**src/design/gcsf_pkg.sv**
```systemverilog
// Shared types, codes and opcode decode for the graphics command stream framer.
// No dependencies; used by gcsf_parser, gcsf_outq and the top level.
package gcsf_pkg;

  // Parser phase
  typedef enum logic [1:0] {
    PH_OPCODE = 2'd0,
    PH_HEADER = 2'd1,
    PH_SKIP   = 2'd2,
    PH_DROP   = 2'd3
  } phase_t;

  // Record kinds
  localparam logic [1:0] KIND_CMD      = 2'd0;
  localparam logic [1:0] KIND_UNKNOWN  = 2'd1;
  localparam logic [1:0] KIND_END      = 2'd2;
  localparam logic [1:0] KIND_END_HDR  = 2'd3;

  localparam logic [7:0] OP_ESCAPE = 8'hff;
  localparam logic [16:0] ESCAPE_HDR_LEN = 17'd5;

  // One result record
  typedef struct packed {
    logic [1:0]  kind;
    logic [7:0]  opcode;
    logic [15:0] write_len;
    logic [15:0] read_len;
    logic [16:0] step_len;
    logic        last;
  } rec_t;

  // Records produced by one item, first one in slot a
  typedef struct packed {
    logic [1:0] n;
    rec_t       a;
    rec_t       b;
  } push_t;

  // Opcode decode result
  typedef struct packed {
    logic        known;
    logic [2:0]  need;
    logic [15:0] w;
    logic [15:0] r;
  } dec_t;

  // Byte count of a bit row: (width + 7) / 8
  function automatic logic [5:0] row_bytes(input logic [7:0] bits);
    logic [8:0] s;
    s = 9'(bits) + 9'd7;
    return s[8:3];
  endfunction

  // Lengths and header size of an opcode; h0..h3 are header bytes after it
  function automatic dec_t decode(input logic [7:0] op, input logic [7:0] h0,
                                  input logic [7:0] h1, input logic [7:0] h2,
                                  input logic [7:0] h3);
    dec_t d;
    logic [13:0] prod;
    d.known = 1'b1;
    d.need  = 3'd0;
    d.w     = 16'd0;
    d.r     = 16'd0;
    prod    = 14'd0;
    unique case (op)
      8'h20: begin d.need = 3'd1; d.w = 16'(h0) + 16'd1; d.r = 16'(h0) + 16'd1; end
      8'h40, 8'h41, 8'h85: d.w = 16'd1;
      8'h31, 8'h42, 8'h44, 8'h46, 8'h47, 8'h48, 8'h86, 8'h9d, 8'h9f: d.w = 16'd2;
      8'h4a, 8'h73, 8'h75, 8'h94, 8'ha0, 8'h9c, 8'h9e: d.w = 16'd3;
      8'h98: d.w = 16'd4;
      8'h60, 8'h61, 8'h62, 8'h63, 8'h64, 8'h65, 8'h66, 8'h67, 8'h68, 8'h69,
      8'h84: d.w = 16'd5;
      8'h7f, 8'h96, 8'h9a, 8'hba: d.w = 16'd6;
      8'h70, 8'h71, 8'h76, 8'h77, 8'h78, 8'h79: d.w = 16'd7;
      8'h90, 8'h92: d.w = 16'd8;
      8'h50, 8'h51, 8'h6e, 8'h6f, 8'h80: d.w = 16'd9;
      8'h91: d.w = 16'd13;
      8'h83: d.w = 16'd16;
      8'hb0: begin d.w = 16'd1; d.r = 16'd15; end
      8'h6a, 8'h6b, 8'h6c, 8'h6d: begin
        d.need = 3'd1;
        d.w = {6'd0, h0, 2'b00} + 16'd2;
      end
      8'h7c, 8'h7d, 8'h82: begin d.need = 3'd1; d.w = 16'(h0) + 16'd2; end
      8'h95: begin
        d.need = 3'd2;
        prod = 14'(row_bytes(h0)) * 14'(h1);
        d.w = 16'(prod) + 16'd3;
      end
      8'h97: begin d.need = 3'd1; d.w = 16'(row_bytes(h0)) + 16'd3; end
      8'h99: begin
        d.need = 3'd4;
        prod = 14'(row_bytes(h2)) * 14'(h3);
        d.w = 16'(prod) + 16'd4;
      end
      8'h9b: begin d.need = 3'd2; d.w = 16'(h1) + 16'd4; end
      8'h7e, 8'hb9: begin d.w = 16'd5; d.r = 16'd2; end
      8'hb1: begin d.w = 16'd2; d.r = 16'd7; end
      8'hb2: begin d.w = 16'd1; d.r = 16'd8; end
      8'hb3, 8'hb7, 8'hb8: begin d.w = 16'd1; d.r = 16'd5; end
      8'hb4: begin d.w = 16'd1; d.r = 16'd4; end
      8'hb5: begin d.w = 16'd1; d.r = 16'd6; end
      8'hb6: begin d.w = 16'd1; d.r = 16'd13; end
      8'h81: begin d.need = 3'd1; d.w = 16'd2; d.r = 16'(h0) + 16'd2; end
      OP_ESCAPE: begin d.need = 3'd4; d.w = {h1, h0}; d.r = {h3, h2}; end
      default: d.known = 1'b0;
    endcase
    return d;
  endfunction

endpackage

```
**src/design/gcsf_parser.sv**
```systemverilog
// Parser: input register, framing state and per-item record generation.
// Depends on gcsf_pkg.
module gcsf_parser (
  input  logic              clk,
  input  logic              rst,
  input  logic              in_valid,
  output logic              in_stall,
  input  logic [7:0]        cmd_byte,
  input  logic              last_byte,
  input  logic              room,
  output gcsf_pkg::push_t   push
);

  // Input register
  logic       iv;
  logic [7:0] ib;
  logic       il;
  logic       proc;

  // Framing state
  gcsf_pkg::phase_t phase, phase_next;
  logic [7:0]  held, held_next;
  logic [7:0]  hdr [4];
  logic [7:0]  hdr_sel [4];
  logic [2:0]  idx, idx_next, idx_inc;
  logic [16:0] skip, skip_next, skip_dec;

  logic [7:0]  op_sel;
  gcsf_pkg::dec_t dec;
  logic [16:0] step, taken, fin_step, fin_skip;
  logic [15:0] mx;
  logic        fin;
  logic        has0, has1;
  gcsf_pkg::rec_t rec0, rec1;

  assign proc     = iv & room;
  assign in_stall = iv & ~room;

  // Input register load
  always_ff @(posedge clk) begin
    if (rst) begin
      iv <= 1'b0;
    end else if (!iv || proc) begin
      iv <= in_valid;
    end
    if (!iv || proc) begin
      ib <= cmd_byte;
      il <= last_byte;
    end
  end

  // Decode of current opcode with this byte merged into the header
  always_comb begin
    for (int i = 0; i < 4; i++) begin
      hdr_sel[i] = (phase == gcsf_pkg::PH_HEADER && idx[1:0] == 2'(i)) ? ib : hdr[i];
    end
    op_sel = (phase == gcsf_pkg::PH_OPCODE) ? ib : held;
    dec = gcsf_pkg::decode(op_sel, hdr_sel[0], hdr_sel[1], hdr_sel[2], hdr_sel[3]);
    // Step of a finished command, never below the bytes already taken
    mx    = (dec.w > dec.r) ? dec.w : dec.r;
    step  = {1'b0, mx} + ((op_sel == gcsf_pkg::OP_ESCAPE) ? gcsf_pkg::ESCAPE_HDR_LEN : 17'd0);
    taken = 17'(dec.need) + 17'd1;
    fin_step = (step < taken) ? taken : step;
    fin_skip = fin_step - taken;
    idx_inc  = idx + 3'd1;
    skip_dec = (skip != 17'd0) ? skip - 17'd1 : skip;
  end

  // Next state and records
  always_comb begin
    phase_next = phase;
    held_next  = held;
    idx_next   = idx;
    skip_next  = skip;
    fin  = 1'b0;
    has0 = 1'b0;
    has1 = 1'b0;
    rec0 = '0;
    rec1 = '0;
    unique case (phase)
      gcsf_pkg::PH_OPCODE: begin
        held_next = ib;
        idx_next  = 3'd0;
        if (!dec.known) begin
          has0 = 1'b1;
          rec0.kind   = gcsf_pkg::KIND_UNKNOWN;
          rec0.opcode = ib;
          phase_next  = gcsf_pkg::PH_DROP;
        end else if (dec.need == 3'd0) begin
          fin = 1'b1;
        end else begin
          phase_next = gcsf_pkg::PH_HEADER;
        end
      end
      gcsf_pkg::PH_HEADER: begin
        idx_next = idx_inc;
        if (idx_inc >= dec.need) fin = 1'b1;
      end
      gcsf_pkg::PH_SKIP: begin
        skip_next = skip_dec;
        if (skip_dec == 17'd0) phase_next = gcsf_pkg::PH_OPCODE;
      end
      gcsf_pkg::PH_DROP: ;
      default: ;
    endcase
    // Command finished
    if (fin) begin
      has0 = 1'b1;
      rec0.kind      = gcsf_pkg::KIND_CMD;
      rec0.opcode    = op_sel;
      rec0.write_len = dec.w;
      rec0.read_len  = dec.r;
      rec0.step_len  = fin_step;
      skip_next  = fin_skip;
      phase_next = (fin_skip != 17'd0) ? gcsf_pkg::PH_SKIP : gcsf_pkg::PH_OPCODE;
      idx_next   = 3'd0;
    end
    // End of buffer
    if (il) begin
      has1 = 1'b1;
      if (phase_next == gcsf_pkg::PH_HEADER) begin
        rec1.kind   = gcsf_pkg::KIND_END_HDR;
        rec1.opcode = held_next;
      end else begin
        rec1.kind = gcsf_pkg::KIND_END;
      end
      phase_next = gcsf_pkg::PH_OPCODE;
      idx_next   = 3'd0;
      skip_next  = 17'd0;
    end
    rec0.last = ~has1;
    rec1.last = 1'b1;
    push.n = proc ? (2'(has0) + 2'(has1)) : 2'd0;
    push.a = has0 ? rec0 : rec1;
    push.b = rec1;
  end

  // State registers
  always_ff @(posedge clk) begin
    if (rst) begin
      phase <= gcsf_pkg::PH_OPCODE;
      held  <= 8'd0;
      idx   <= 3'd0;
      skip  <= 17'd0;
    end else if (proc) begin
      phase <= phase_next;
      held  <= held_next;
      idx   <= idx_next;
      skip  <= skip_next;
    end
  end

  // Header bytes, written as they arrive
  always_ff @(posedge clk) begin
    if (proc && phase == gcsf_pkg::PH_HEADER) begin
      hdr[idx[1:0]] <= ib;
    end
  end

endmodule

```
**src/design/gcsf_outq.sv**
```systemverilog
// Four-entry result queue; takes up to two records per cycle, gives one while out_stall is low.
// Depends on gcsf_pkg.
module gcsf_outq (
  input  logic              clk,
  input  logic              rst,
  input  gcsf_pkg::push_t   push,
  output logic              room,
  output logic              out_valid,
  input  logic              out_stall,
  output gcsf_pkg::rec_t    head
);

  gcsf_pkg::rec_t mem [4];
  logic [1:0] wp, rp;
  logic [2:0] count;
  logic       pop;

  assign out_valid = (count != 3'd0);
  assign pop       = out_valid & ~out_stall;
  assign room      = (count <= 3'd2);
  assign head      = mem[rp];

  // Pointers and fill count
  always_ff @(posedge clk) begin
    if (rst) begin
      wp    <= 2'd0;
      rp    <= 2'd0;
      count <= 3'd0;
    end else begin
      wp    <= wp + push.n;
      rp    <= rp + 2'(pop);
      count <= count + 3'(push.n) - 3'(pop);
    end
  end

  // Record storage
  always_ff @(posedge clk) begin
    if (push.n != 2'd0) mem[wp] <= push.a;
    if (push.n == 2'd2) mem[wp + 2'd1] <= push.b;
  end

endmodule

```
**src/design/graphics_command_stream_framer_core.sv**
```systemverilog
// Graphics command stream framer: one buffer byte per item in, framing records out.
// Path: input register, then parser decode into the result queue, whose head drives the outputs.
// Throughput: one byte per cycle while the result queue has room; a byte with two
// records gives them out one at a time, and a four-entry result queue absorbs the difference.
// Reset (rst, synchronous): framer waits for an opcode, queue empty.
// Depends on gcsf_pkg, gcsf_parser, gcsf_outq.
module graphics_command_stream_framer_core (
  input  logic        clk,
  input  logic        rst,
  input  logic        in_valid,
  output logic        in_stall,
  input  logic [7:0]  cmd_byte,
  input  logic        last_byte,
  output logic        out_valid,
  input  logic        out_stall,
  output logic [1:0]  record_kind,
  output logic [7:0]  opcode,
  output logic [15:0] write_len,
  output logic [15:0] read_len,
  output logic [16:0] step_len,
  output logic        last_record
);

  gcsf_pkg::push_t push;
  gcsf_pkg::rec_t  head;
  logic            room;

  gcsf_parser u_parser (
    .clk       (clk),
    .rst       (rst),
    .in_valid  (in_valid),
    .in_stall  (in_stall),
    .cmd_byte  (cmd_byte),
    .last_byte (last_byte),
    .room      (room),
    .push      (push)
  );

  gcsf_outq u_outq (
    .clk       (clk),
    .rst       (rst),
    .push      (push),
    .room      (room),
    .out_valid (out_valid),
    .out_stall (out_stall),
    .head      (head)
  );

  // Result fields
  assign record_kind = head.kind;
  assign opcode      = head.opcode;
  assign write_len   = head.write_len;
  assign read_len    = head.read_len;
  assign step_len    = head.step_len;
  assign last_record = head.last;

endmodule
```
**config.mk**
```make
export PLATFORM = sky130hd
export DESIGN_NAME = graphics_command_stream_framer_core
export DESIGN_NICKNAME = d
export VERILOG_FILES = /design/src/design/gcsf_pkg.sv /design/src/design/gcsf_parser.sv /design/src/design/gcsf_outq.sv /design/src/design/graphics_command_stream_framer_core.sv
export SDC_FILE = /design/constraint.sdc
export NUM_CORES = 1
export LEC_CHECK = 0
export BUFFER_PORTS_ARGS = -buffer_cell sky130_fd_sc_hd__buf_2
export CORE_MARGIN = 5
export CORE_UTILIZATION = 60
export CTS_CLUSTER_DIAMETER = 40
export DETAILED_ROUTE_END_ITERATION = 8
export HOLD_SLACK_MARGIN = 0.12
export PLACE_DENSITY = 0.75
export SLEW_MARGIN = 10
export SYNTH_ARGS = -nofsm -noshare
export SYNTH_HDL_FRONTEND = slang
export SYNTH_HIERARCHICAL = 1
export SYNTH_SLANG_ARGS = --single-unit
```
**constraint.sdc**
```tcl
create_clock -name clk -period 33.4 [get_ports clk]
set_input_delay 1.67 -clock clk [delete_from_list [all_inputs] [get_ports clk]]
set_output_delay 1.67 -clock clk [all_outputs]
set_load 0.02 [all_outputs]
```
Yosys cells after proc, flatten, opt, wreduce, memory -nomap -nowiden
Memories as Yosys holds them, arrays and structs flattened. A register that Yosys moved wholly into a read port is not among the register bits.
Cells that the tools add are included.
Storage, ports and cells
  bits of input ports: 13
  memories: 2
  memory bits (writable): 272
  output and inout port bits: 62
  bits in latches: 0
  bits in read-only memories: 0
  word-level logic and storage cells: 210
  bits in registers: 47
Memory list
  u_outq.mem: words 4, bits a word 60, read ports 1, clocked after Yosys merged registers in 1, write ports 2, line gcsf_outq.sv:13  | gcsf_pkg::rec_t mem [4];
  u_parser.hdr: words 4, bits a word 8, read ports 4, clocked after Yosys merged registers in 0, write ports 1, line gcsf_parser.sv:23  | logic [7:0] hdr [4];
Cells by class
  magnitude comparators: 4
  div/mod/pow operators: 0
  bitwise operators: 6
  equality and inequality tests: 82
  multiplexer cells: 49
  reduce and logical (&&, ||, !) cells: 35
  $add $sub $neg: 20
  multiply operators: 2
  shift-type cells: 0
Operators by type and width (count)
  == test 8 x 7 -> 1 bit (second input constant): 38
  one-hot mux 16 bit (19 select lines): 1
  == test 8 bit (second input constant): 35
  one-hot mux 16 bit (11 select lines): 1
  2-to-1 mux 17 bit: 5
  OR reduction 75 bit: 1
  2-to-1 mux 60 bit: 1
  2-to-1 mux 59 bit: 1
  2-to-1 mux 8 bit: 6
  nonzero test 17 bit: 2
  multiplier 6 x 8 -> 14 bit: 2
  adder 8 x 3 -> 9 bit (second input constant): 3
  OR reduction 11 bit: 2
  2-to-1 mux 10 bit: 2
  adder 16 x 17 -> 17 bit: 1
  logical NOT 17 bit: 1
  < comparator 17 bit: 1
  subtractor 17 x 1 -> 17 bit (second input constant): 1
  subtractor 17 bit: 1
  == test 8 x 6 -> 1 bit (second input constant): 2
  > comparator 16 bit: 1
  2-to-1 mux 16 bit: 1
  2-to-1 mux 2 bit: 8
  adder 14 x 2 -> 15 bit (second input constant): 1
  43 further kinds: 80

Longest topological paths before layout
Gate-level depths: netlist (run 1).
  word-level depth: 20
  depth in mapped cells: 62
  gate-level depth less buffers: 56

Hierarchy
The synthesis (run 1) kept the hierarchy.
Modules (own cells, without submodules)
  gcsf_parser: seq. area each 1851.8 µm², area each 12846.1 µm², cells each 1703, instances 1
  gcsf_outq: seq. area each 7347.0 µm², area each 12194.2 µm², cells each 631, instances 1

Worst setup path before layout (run 1)
Ideal clock, no wire load.
  path kind: register -> register
  from: reg u_parser.idx[0]
  to: reg u_parser.phase[1]
  data required time: 33.262 ns
  setup time: 0.138 ns
  path buffers: 8
  data arrival time: 12.924 ns
  slack: 20.338 ns
  period minus slack after synthesis: 13.062 ns
  cell stages (with the launch flop): 60
  cells stage by stage: dfxtp_1 > inv_1 > ha_1 > nand3b_2 > buf_4 > buf_2 > mux2i_1 > ha_1 > nand2_1 > mux2_2 > a21oi_1 > xor2_1 > buf_2 > nor2_1 > fa_1 > inv_1 > fa_1 > fa_1 > [... 24 more ...] > or2_2 > buf_2 > o31a_1 > or2_0 > clkbuf_1 > nand4_2 > mux2_2 > ha_1 > a21o_1 > a21o_1 > a21oi_1 > nand3_1 > a211oi_4 > xnor2_1 > nor4b_1 > o211ai_1 > o41ai_1 > o311ai_1
Between the ends
  cells in the longest elaborated chain, start to end: 17
  elaborated cells on any way between the ends: 39
  those cells by class: add/sub (12); mul (2); order compare (3); eq/ne (3); mux (13); reduce/logical (6)
RTL lines
  start, declared: line gcsf_parser.sv:25  | logic [2:0] idx, idx_next, idx_inc;
  start signal, assigned: line gcsf_parser.sv:148  | idx <= idx_next;
  == test 2 bit or logical NOT 2 bit (tied branches): line gcsf_parser.sv:55  | hdr_sel[i] = (phase == gcsf_pkg::PH_HEADER && idx[1:0] == 2'(i)) ? ib : hdr[i];
  logical AND 1 bit: line gcsf_parser.sv:55
  2-to-1 mux 8 bit: line gcsf_parser.sv:55
  adder 8 x 3 -> 9 bit: line gcsf_pkg.sv:50  | s = 9'(bits) + 9'd7;
  multiplier 6 x 8 -> 14 bit, on equally long branches: line gcsf_pkg.sv:93, gcsf_pkg.sv:87
  adder 14 x 3 -> 15 bit or adder 14 x 2 -> 15 bit (tied branches): line gcsf_pkg.sv:94, gcsf_pkg.sv:88
  one-hot mux 16 bit (19 select lines): line gcsf_pkg.sv:65  | unique case (op)
  > comparator 16 bit: line gcsf_parser.sv:60  | mx = (dec.w > dec.r) ? dec.w : dec.r;
  2-to-1 mux 16 bit: line gcsf_parser.sv:60
  adder 16 x 17 -> 17 bit: line gcsf_parser.sv:61  | step = {1'b0, mx} + ((op_sel == gcsf_pkg::OP_ESCAPE) ? gcsf_pkg::ESCAPE_HDR_LEN : 17'd0);
  < comparator 17 bit: line gcsf_parser.sv:63  | fin_step = (step < taken) ? taken : step;
  2-to-1 mux 17 bit: line gcsf_parser.sv:63
  subtractor 17 bit: line gcsf_parser.sv:64  | fin_skip = fin_step - taken;
  nonzero test 17 bit: line gcsf_parser.sv:115  | phase_next = (fin_skip != 17'd0) ? gcsf_pkg::PH_SKIP : gcsf_pkg::PH_OPCODE;
  2-to-1 mux 2 bit: line gcsf_parser.sv:115
  2-to-1 mux 2 bit *: line gcsf_parser.sv:107  | if (fin) begin
  2-to-1 mux 2 bit *: line gcsf_parser.sv:119  | if (il) begin
  end signal, assigned: line gcsf_parser.sv:141  | phase <= gcsf_pkg::PH_OPCODE;
  end signal, assigned: line gcsf_parser.sv:146  | phase <= phase_next;
  end, declared: line gcsf_parser.sv:21  | gcsf_pkg::phase_t phase, phase_next;
Mark *: on every way between the ends. The rest lies on a longest branch, timed or not.
A chain may end at the register's enable or synchronous reset.

Final worst setup path (run 1)
Ends and elaborated chain as after synthesis.

==> results.sh, run 1 <==
export IMPL_nets=2537
export IMPL_grt_ovfl_total=0
export IMPL_crit_buf_inv=3
export IMPL_initial_core_util_pct=61.0
export IMPL_die_w_um=214
export IMPL_rsz0062_at_grt="false"
export IMPL_fin_crit_sh_pct=42.8
export IMPL_cpMaxStageDelayCell="mux2i_1"
export IMPL_hold_path_class="flop to flop"
export IMPL_finClkSkew_ns=0.0210
export IMPL_crit_required_ns=33.83
export IMPL_synth_area_mm2=0.0250
export IMPL_diodes=0
export IMPL_maxCapViolCount=0
export IMPL_setup_tns_final_ns=0
export IMPL_worst_setup_hold_path_clk_slew_ns=0.06
export IMPL_place_congestion=1.03
export IMPL_r2r_start="u_parser/idx[0]"
export IMPL_die_h_um=214
export IMPL_syn_to_final_growth_pct=8.47
export IMPL_final_util_pct=66.2
export IMPL_post_cts_buffers=0
export IMPL_root_buffer="clkbuf_16"
export IMPL_synth_top_area_share_pct=33.7
export IMPL_reg2reg_to="u_parser/phase[1]"
export IMPL_holdPathStages=2
export IMPL_drt_iter0_drc=2197
export IMPL_cts_buffers_inserted=44
export IMPL_hold_viol=0
export IMPL_critPathMaxFanout=26
export IMPL_cpPeakStageDelay_ns=0.69
export IMPL_synthCells=2334
export IMPL_yosys_warnings=6
export IMPL_grt_pass1_vias=18844
export IMPL_outcome="complete, no violations"
export IMPL_min_delay_start="u_parser/skip[10]"
export IMPL_worstHoldEndpoint="u_parser/skip[10]"
export IMPL_grt_max_degree=82
export IMPL_ff2ff_setup_slack_ns=19.12
export IMPL_synthDistinctLibCells=110
export IMPL_dieArea_mm2=0.0459
export IMPL_ir_worst_vdd_mv=0.0681
export IMPL_slew_headroom_pct=11.9
export IMPL_io_buffers=74
export IMPL_insertion_delay_ns=0.58
export IMPL_max_slew_worst_pin_slew_ns=1.29
export IMPL_yosys_top_cells_area="edfxtp_1 34%, mux4_2 5.4%, ha_1 5.1%"
export IMPL_p_per_area_mw_per_mm2=86.2
export IMPL_antenna_found_initial=0
export IMPL_drive_gt1_share_pct=21.0
export IMPL_critPathTopFamily="compound AO/OA/AOI/OAI gates"
export IMPL_drt_total_wl_mm=71.2
export IMPL_critical_path_class="flop to flop"
export IMPL_period_needed_ns=14.28
export IMPL_crit_path_end_kind="flop"
export IMPL_cp_start_kind="flop"
export IMPL_syn_avg_cell_area_um2=10.7
export IMPL_setup_viol=0
export IMPL_grt_util_all_layers_pct=30.2
export IMPL_cts_tree="done"
export IMPL_via_per_inst=6.52
export IMPL_cp_arrival_ns=14.72
export IMPL_hpwl_mm=51.2
export IMPL_via_count=19162
export IMPL_crit_top_cell="ha_1"
export IMPL_ioPinCount=75
export IMPL_rows=74
export IMPL_synth_seq_cells=319
export IMPL_total_power_mw=2.34
export IMPL_grt_pass1_wl_mm=110
export IMPL_core_mm2=0.0410
export IMPL_slew_viol_final=0
export IMPL_synth_ff_type="edfxtp_1"
export IMPL_yosysTopAreaCell="edfxtp_1"
export IMPL_htreeDepth=2
export IMPL_timing_fmax_ghz=0.0700
export IMPL_nFillCells=3204
export IMPL_cts_resized=0
export IMPL_path_depth=51
export IMPL_rr_worst_depth=51
export IMPL_synth_edff_count=281
export IMPL_drc=0
export IMPL_cts_buffer_depth=3
export IMPL_hold_buffers=0
export IMPL_synth_async_sr_flop_share_pct=0
export IMPL_ant_nets=0
export IMPL_wl_per_cell_um=24.2
export IMPL_cts_sinks=319
export IMPL_p_leak_nw=11.0
export IMPL_synth_seq_area_share_pct=36.7
export IMPL_firstDrtPassIters=6
[cell families after synthesis]
family                   share of synthesized area, %
AND/OR/NAND/NOR                                  14.5
AO/OA/AOI/OAI                                    11.0
multiplexers                                     19.5
buffers and inverters                            6.33
flip-flops                                       36.7
adder cells (fa/ha/maj)                          9.25
XOR/XNOR                                         2.65
other                                          0.0300
[per-stage QoR]
| stage | std cells | hold WS (ns) | area, um^2 | worst slack (ns) |
|---|---|---|---|---|
| final | 2938 | 0.500 | 27200 | 19.12 |
| after global routing | 2938 | 0.527 | 27200 | 18.27 |
| after CTS | 2938 | 0.495 | 27200 | 19.39 |
| after detailed placement | 2856 | 0.475 | 25700 | 19.47 |
| after global placement | 2856 | 0.470 | 25700 | 19.89 |
| after floorplan | 2384 | 0.451 | 25200 | 20.34 |
[synth_stat cells, types with 33 or more instances]
| cell | instances |
|---|---|
| inv_1 | 143 |
| clkbuf_1 | 66 |
| buf_4 | 66 |
| mux4_2 | 60 |
| a21oi_1 | 99 |
| nand3_1 | 35 |
| fa_1 | 52 |
| nor2_1 | 243 |
| xnor2_1 | 40 |
| ha_1 | 102 |
| o21ai_0 | 64 |
| mux2_4 | 60 |
| buf_2 | 33 |
| nand2b_1 | 35 |
| nand2_1 | 120 |
| mux2_1 | 83 |
| nand4_1 | 36 |
| edfxtp_1 | 281 |
| mux2_2 | 108 |
| dfxtp_1 | 38 |
| mux2i_1 | 41 |
| xor2_1 | 34 |
| nor3_1 | 43 |
[how the worst max path moves through the flow]
stage / startpoint / end / slack, ns
after floorplan: u_parser/idx[0] / u_parser/phase[1] / 20.34
after global placement: u_parser/phase[1] / u_parser/phase[1] / 19.89
after detailed placement: u_parser/idx[0] / u_parser/phase[1] / 19.47
after CTS: u_parser/idx[0] / u_parser/phase[1] / 19.39
after global routing: u_parser/phase[0] / u_parser/phase[1] / 18.27
final: u_parser/idx[0] / u_parser/phase[1] / 19.12
[layout make-up]
cell class	instances	area [um^2]	area share [%]
sequential	319	9200	33.9
inverter	146	548	2.02
tap	532	666	2.45
clock inverter	33	367	1.35
clock buffer	49	1140	4.20
multi-input combinational	1738	14500	53.4
timing repair buffer	121	723	2.66
[routing by layer]
metal,GRT usage (%),routed length [um]
met3,4.93,5950
met4,8.98,2040
met1,42.5,29700
met5,0,0
met2,48.8,33400
[worst reg2reg max path: cells and delay by family, from the launching register on]
kind            cells  cell delay (ns)
compound gates     19             4.48
simple gates       14             3.60
xor+xnor            2             0.43
flops               1             0.34
mux                 3             1.36
buf+inv             3             0.47
fa+ha+maj          10             3.44
[power by group]
group,total [mW],internal (mW),switching [mW]
clock network,0.478,0.286,0.192
registers,0.560,0.524,0.0357
logic,1.30,0.513,0.792
[registers in the layout, indices dropped and copies added, names as in the netlist, 3 cells and up]
| register | count |
|---|---|
| u_parser/skip | 17 |
| u_outq/mem | 240 |
| u_parser/held | 8 |
| u_parser/ib | 8 |
| u_parser/hdr | 32 |
| u_outq/count | 3 |
| u_parser/idx | 3 |
[cell usage in the layout (no fill, tap or decap), types with 43 or more instances in the layout]
| master | Yosys | routed |
|---|---|---|
| edfxtp_1 | 281 | 281 |
| nor2_1 | 243 | 241 |
| inv_1 | 143 | 143 |
| nand2_1 | 120 | 119 |
| mux2_2 | 108 | 108 |
| ha_1 | 102 | 102 |
| a21oi_1 | 99 | 99 |
| mux2_1 | 83 | 83 |
| buf_2 | 33 | 74 |
| o21ai_0 | 64 | 64 |
| mux2_4 | 60 | 60 |
| mux4_2 | 60 | 60 |
| fa_1 | 52 | 52 |
| conb_1 | 2 | 52 |
| buf_4 | 66 | 47 |
| clkbuf_16 | 0 | 45 |
| nor3_1 | 43 | 43 |
(Power assumes the default switching activity.)
==> inputs of run 2 (changes only) <==
Clock period 33.4 ns to 14.15 ns, I/O delays scaled along.
==> run 2 against run 1 <==
  * Maximum frequency grew 5.6%
  * Power is 140% higher
  * Routed wire length up 2.2%
  * Clock power increased by 140%
  * Via count rose by 0.93%
  * Critical path depth down 4
  * Critical path type unchanged
  * Critical endpoint unchanged
  * Highest routed layer is now met5
==> results.sh, run 2 (synthesis results as in run 1) <==
export IMPL_cpPeakStageDelay_ns=0.62
export IMPL_ff2ff_setup_slack_ns=0.63
export IMPL_core_mm2=0.0410
export IMPL_startpoint="u_parser/phase[1]"
export IMPL_syn_to_final_growth_pct=9.33
export IMPL_final_common_cell="edfxtp_1"
export IMPL_hold_viol=0
export IMPL_drt_iter0_drc=1982
export IMPL_worst_hold_slack_ns=0.304
export IMPL_p_leak_nw=11.1
export IMPL_grt_pass1_wl_mm=112
export IMPL_setup_viol=0
export IMPL_drc=0
export IMPL_final_util_pct=66.7
export IMPL_cts_sinks=319
export IMPL_ioPinCount=75
export IMPL_rr_worst_depth=47
export IMPL_top_register="u_outq/mem"
export IMPL_grt_util_all_layers_pct=30.6
export IMPL_final_cell_mix="281 x edfxtp_1, 241 x nor2_1, 143 x inv_1"
export IMPL_root_buffer="clkbuf_16"
export IMPL_fin_crit_sh_pct=95.6
export IMPL_antenna_found_initial=1
export IMPL_wl_per_cell_um=24.6
export IMPL_timing_fmax_ghz=0.0740
export IMPL_crit_required_ns=14.56
export IMPL_cts_buffers_inserted=46
export IMPL_grt_pass1_vias=18893
export IMPL_cp_arrival_ns=13.93
export IMPL_rsz0062_at_grt="false"
export IMPL_drt_total_wl_mm=72.7
export IMPL_grt_max_degree=82
export IMPL_cpMaxStageDelayCell="or4_4"
export IMPL_initial_core_util_pct=61.0
export IMPL_die_w_um=214
export IMPL_diodes=0
export IMPL_slew_headroom_pct=22.4
export IMPL_via_per_inst=6.54
export IMPL_crit_top_cell="ha_1"
export IMPL_maxCapViolCount=0
export IMPL_ant_nets=0
export IMPL_place_congestion=1.03
export IMPL_crit_path_end_kind="flop"
export IMPL_r2r_start="u_parser/phase[1]"
export IMPL_via_count=19341
export IMPL_drive_gt1_share_pct=21.9
export IMPL_reg2reg_to="u_parser/phase[1]"
export IMPL_cts_tree="done"
export IMPL_slew_viol_final=0
export IMPL_ir_worst_vdd_mv=0.166
export IMPL_setup_tns_final_ns=0
export IMPL_placed_cell_area_mm2=0.0257
export IMPL_hold_buffers=0
export IMPL_grt_ovfl_total=0
export IMPL_crit_path_end="u_parser/phase[1]"
export IMPL_dieArea_mm2=0.0459
export IMPL_hpwl_mm=52.0
export IMPL_insertion_delay_ns=0.58
export IMPL_max_slew_worst_pin_slew_ns=1.13
export IMPL_htreeDepth=2
export IMPL_firstDrtPassIters=5
export IMPL_critPathMaxFanout=29
export IMPL_finClkSkew_ns=0.0329
export IMPL_p_per_area_mw_per_mm2=209
export IMPL_nets=2556
export IMPL_cts_buffer_depth=3
export IMPL_rows=74
export IMPL_outcome="complete, no violations"
export IMPL_cp_start_kind="flop"
export IMPL_worst_setup_hold_path_clk_slew_ns=0.05
export IMPL_critical_path_class="flop to flop"
export IMPL_final_area_mm2=0.0274
export IMPL_die_h_um=214
export IMPL_largest_reg_flops=240
export IMPL_hold_path_class="primary input to flop"
export IMPL_io_buffers=74
export IMPL_period_needed_ns=13.52
==> run 2: repair_timing <==
action / CTS / global route
resized for setup: 0 / 10
endpoints found under the hold margin: 0 / 0
endpoints found under the setup margin: 0 / 7
setup buffers: 0 / 4
==> run 2: where the power goes <==
| group | leakage, nW | switching [mW] | internal [mW] |
|---|---|---|---|
| Combinational | 7.32 | 2.02 | 1.24 |
| Clock | 0.733 | 0.448 | 0.692 |
| Sequential | 3.01 | 0.0816 | 1.24 |
==> run 2: stage by stage <==
stage	worst slack, ns	power [mW]	instances
global placement	0.994	4.46	2869
floorplan	1.09	3.62	2384
detailed placement	0.671	4.48	2869
finish	0.627	5.71	2958
CTS	0.622	5.65	2954
global route	0.0136	6.04	2958
==> run 2: worst min path at each step <==
| stage | cells after the start | slack [ns] | to | start |
|---|---|---|---|---|
| after floorplan | 2 | 0.45 | u_parser/skip[10] | u_parser/skip[10] |
| after global placement | 2 | 0.47 | u_parser/skip[10] | u_parser/skip[10] |
| after detailed placement | 2 | 0.47 | u_parser/skip[10] | u_parser/skip[10] |
| after CTS | 1 | 0.28 | u_parser/ib[3] | cmd_byte[3] |
| after global routing | 1 | 0.28 | u_parser/ib[3] | cmd_byte[3] |
| final | 1 | 0.30 | u_parser/ib[3] | cmd_byte[3] |
==> run 2: area by class of cell <==
| class | count | area, um^2 |
|---|---|---|
| multi-input cells | 1738 | 14600 |
| fillers | 3086 | 13600 |
| flip-flops and latches | 319 | 9200 |
| clock buffers | 53 | 1200 |
| repair buffers | 138 | 851 |
| well taps | 532 | 666 |
| inverters | 146 | 548 |
| clock inverters | 32 | 352 |
==> run 2: critical path, delay by kind of cell (launching register included) <==
family / cells / cell delay [ns]
compound gates: 18 / 4.82
simple gates: 16 / 4.03
fa+ha+maj: 8 / 2.96
buf+inv: 3 / 0.65
flops: 1 / 0.39
mux: 1 / 0.37
xor+xnor: 1 / 0.12
==> run 2: layer usage <==
metal  vias up  GRT usage [%]  routed length (um)
met5         -              0                  14
met4         2           10.5                2370
met3       154           6.13                6570
met2       899           48.8               33800
met1      9628           42.4               29900
li1       8658              -                   -
==> inputs of run 3 (changes only) <==
--- a/config.mk
+++ b/config.mk
@@ -7,3 +7,3 @@
 export LEC_CHECK = 0
-export BUFFER_PORTS_ARGS = -buffer_cell sky130_fd_sc_hd__buf_2
+export BUFFER_PORTS_ARGS = -buffer_cell sky130_fd_sc_hd__buf_4
 export CORE_MARGIN = 5
--- a/constraint.sdc
+++ b/constraint.sdc
@@ -3,2 +3,2 @@
 set_output_delay 0.7075 -clock clk [all_outputs]
-set_load 0.02 [all_outputs]
+set_load 0.01 [all_outputs]
==> run 3 against run 2 <==
  * Register-to-register slack improved by 0.04 ns
  * Count of clock-buffer cells in the layout fell by 5
  * Maximum frequency rose by 0.32%
  * Global-route usage rose by 0.56 points
  * Largest cell class unchanged
  * Largest power group unchanged
  * Critical path depth rose by 2
  * Worst setup slack improved by 0.043 ns
==> results.sh, run 3 (synthesis results as in run 1) <==
export IMPL_outcome="complete, no violations"
export IMPL_io_buffers=74
export IMPL_placed_cell_area_mm2=0.0260
export IMPL_final_common_cell="edfxtp_1"
export IMPL_worstHoldEndpoint="u_parser/ib[3]"
export IMPL_hold_path_class="primary input to flop"
export IMPL_max_slew_worst_pin_slew_ns=1.17
export IMPL_worst_setup_hold_path_clk_slew_ns=0.05
export IMPL_cp_arrival_ns=13.91
export IMPL_ant_nets=0
export IMPL_critical_path_class="flop to flop"
export IMPL_drt_iter0_drc=1971
export IMPL_root_buffer="clkbuf_16"
export IMPL_nFillCells=3087
export IMPL_firstDrtPassIters=6
export IMPL_diodes=0
export IMPL_place_congestion=1.02
export IMPL_slew_viol_final=0
export IMPL_period_needed_ns=13.48
export IMPL_ioPinCount=75
export IMPL_finClkSkew_ns=0.0306
export IMPL_fin_crit_sh_pct=95.3
export IMPL_layout_setup_ws_ns=0.670
export IMPL_hpwl_mm=52.4
export IMPL_cts_tree="done"
export IMPL_drt_total_wl_mm=73.3
export IMPL_crit_required_ns=14.58
export IMPL_grt_pass1_wl_mm=114
export IMPL_die_w_um=214
export IMPL_initial_core_util_pct=61.0
export IMPL_cts_buffer_depth=3
export IMPL_via_count=19163
export IMPL_grt_ovfl_total=0
export IMPL_setup_viol=0
export IMPL_crit_top_cell="ha_1"
export IMPL_htreeDepth=2
export IMPL_holdPathStages=1
export IMPL_rows=74
export IMPL_startpoint="u_parser/idx[0]"
export IMPL_total_power_mw=5.61
export IMPL_wl_per_cell_um=24.8
export IMPL_pre_cts_slack_ns=0.559
export IMPL_drc=0
export IMPL_p_leak_nw=11.2
export IMPL_largest_reg_flops=240
export IMPL_grt_util_all_layers_pct=31.2
export IMPL_maxCapViolCount=0
export IMPL_final_cell_mix="281 x edfxtp_1, 241 x nor2_1, 143 x inv_1"
export IMPL_syn_to_final_growth_pct=10.3
export IMPL_antenna_found_initial=0
export IMPL_ff2ff_setup_slack_ns=0.67
export IMPL_ir_worst_vdd_mv=0.204
export IMPL_top_register="u_outq/mem"
export IMPL_grt_pass1_vias=19035
export IMPL_final_area_mm2=0.0276
export IMPL_drive_gt1_share_pct=22.0
export IMPL_core_mm2=0.0410
export IMPL_r2r_start="u_parser/idx[0]"
export IMPL_slew_headroom_pct=21.1
export IMPL_nets=2555
export IMPL_reg2reg_to="u_parser/phase[1]"
export IMPL_hold_viol=0
export IMPL_critPathMaxFanout=18
export IMPL_min_delay_start="cmd_byte[3]"
export IMPL_crit_path_end_kind="flop"
export IMPL_cp_start_kind="flop"
export IMPL_cpMaxStageDelayCell="or4_4"
export IMPL_p_per_area_mw_per_mm2=203
export IMPL_via_per_inst=6.48
export IMPL_placed_cells=2871
export IMPL_dieArea_mm2=0.0459
export IMPL_rr_worst_depth=49
export IMPL_cpPeakStageDelay_ns=0.62
export IMPL_grt_max_degree=83
export IMPL_final_cells=2956
export IMPL_cts_sinks=319
export IMPL_insertion_delay_ns=0.59
export IMPL_cts_buffers_inserted=44
export IMPL_timing_fmax_ghz=0.0742
export IMPL_die_h_um=214
## run 3: changes by cell type in the layout (fill, tap and decap cells not counted), sizes merged
cell | before | now
bufinv | 4 | 5
clkinvlp | 7 | 3
inv | 152 | 157
buf | 138 | 139
clkbuf | 53 | 48
## run 3: layer usage
| layer | up-vias | routed length [um] | GRT usage [%] | share of wire [%] |
|---|---|---|---|---|
| li1 | 8676 | - | - | - |
| met1 | 9446 | 31100 | 44.2 | 42 |
| met2 | 885 | 34300 | 49.9 | 47 |
| met3 | 156 | 5630 | 4.97 | 7.7 |
| met4 | 0 | 2270 | 9.90 | 3.1 |
| met5 | - | 0 | 0 | 0 |
## run 3: timing repair
action,4_1_cts,5_1_grt
gates resized for setup,0,12
hold buffers,0,0
setup endpoints to repair,0,5
buffers inserted,0,3
## run 3: worst max-delay path by stage
| stage | to | depth (start not counted) |
|---|---|---|
| finish | u_parser/phase[1] | 49 |
| CTS | u_parser/phase[1] | 51 |
| floorplan | u_parser/phase[1] | 59 |
| global route | u_parser/phase[1] | 49 |
| detailed placement | u_parser/phase[1] | 51 |
| global placement | u_parser/phase[1] | 49 |
## run 3: final cells by class
class / count / area, um^2 / area share (%)
clock buffers: 48 / 1140 / 4.11
flip-flops and latches: 319 / 9200 / 33.3
multi-input cells: 1738 / 14600 / 52.8
repair buffers: 139 / 1040 / 3.78
inverters: 146 / 548 / 1.98
clock inverters: 34 / 439 / 1.59
well taps: 532 / 666 / 2.41
## run 3: critical path, delay by kind of cell, from the launching register on
kind,cells,cell delay (ns)
DFF,1,0.39
xor gates and xnor gates,2,0.56
AOI/OAI and AO/OA,19,4.52
adders and majority gates,8,2.92
buffers and inverters,5,0.72
and+or+nand+nor,13,3.45
muxes,2,0.77
## run 3: power by group
| part | switching (mW) | total, mW | internal (mW) |
|---|---|---|---|
| logic | 1.84 | 3.13 | 1.29 |
| registers | 0.0884 | 1.33 | 1.24 |
| clock network | 0.459 | 1.15 | 0.694 |
## run 3: stage by stage
| step | setup TNS (ns) | hold slack (ns) | util [%] |
|---|---|---|---|
| 3_5_place_dp | 0 | 0.496 | 63.3 |
| 4_1_cts | 0 | 0.284 | 67.1 |
| 6_report | 0 | 0.310 | 67.3 |
| 5_1_grt | -0.0146 | 0.288 | 67.3 |
| 2_1_floorplan | 0 | 0.451 | - |
| 3_3_place_gp | 0 | 0.465 | 63.3 |
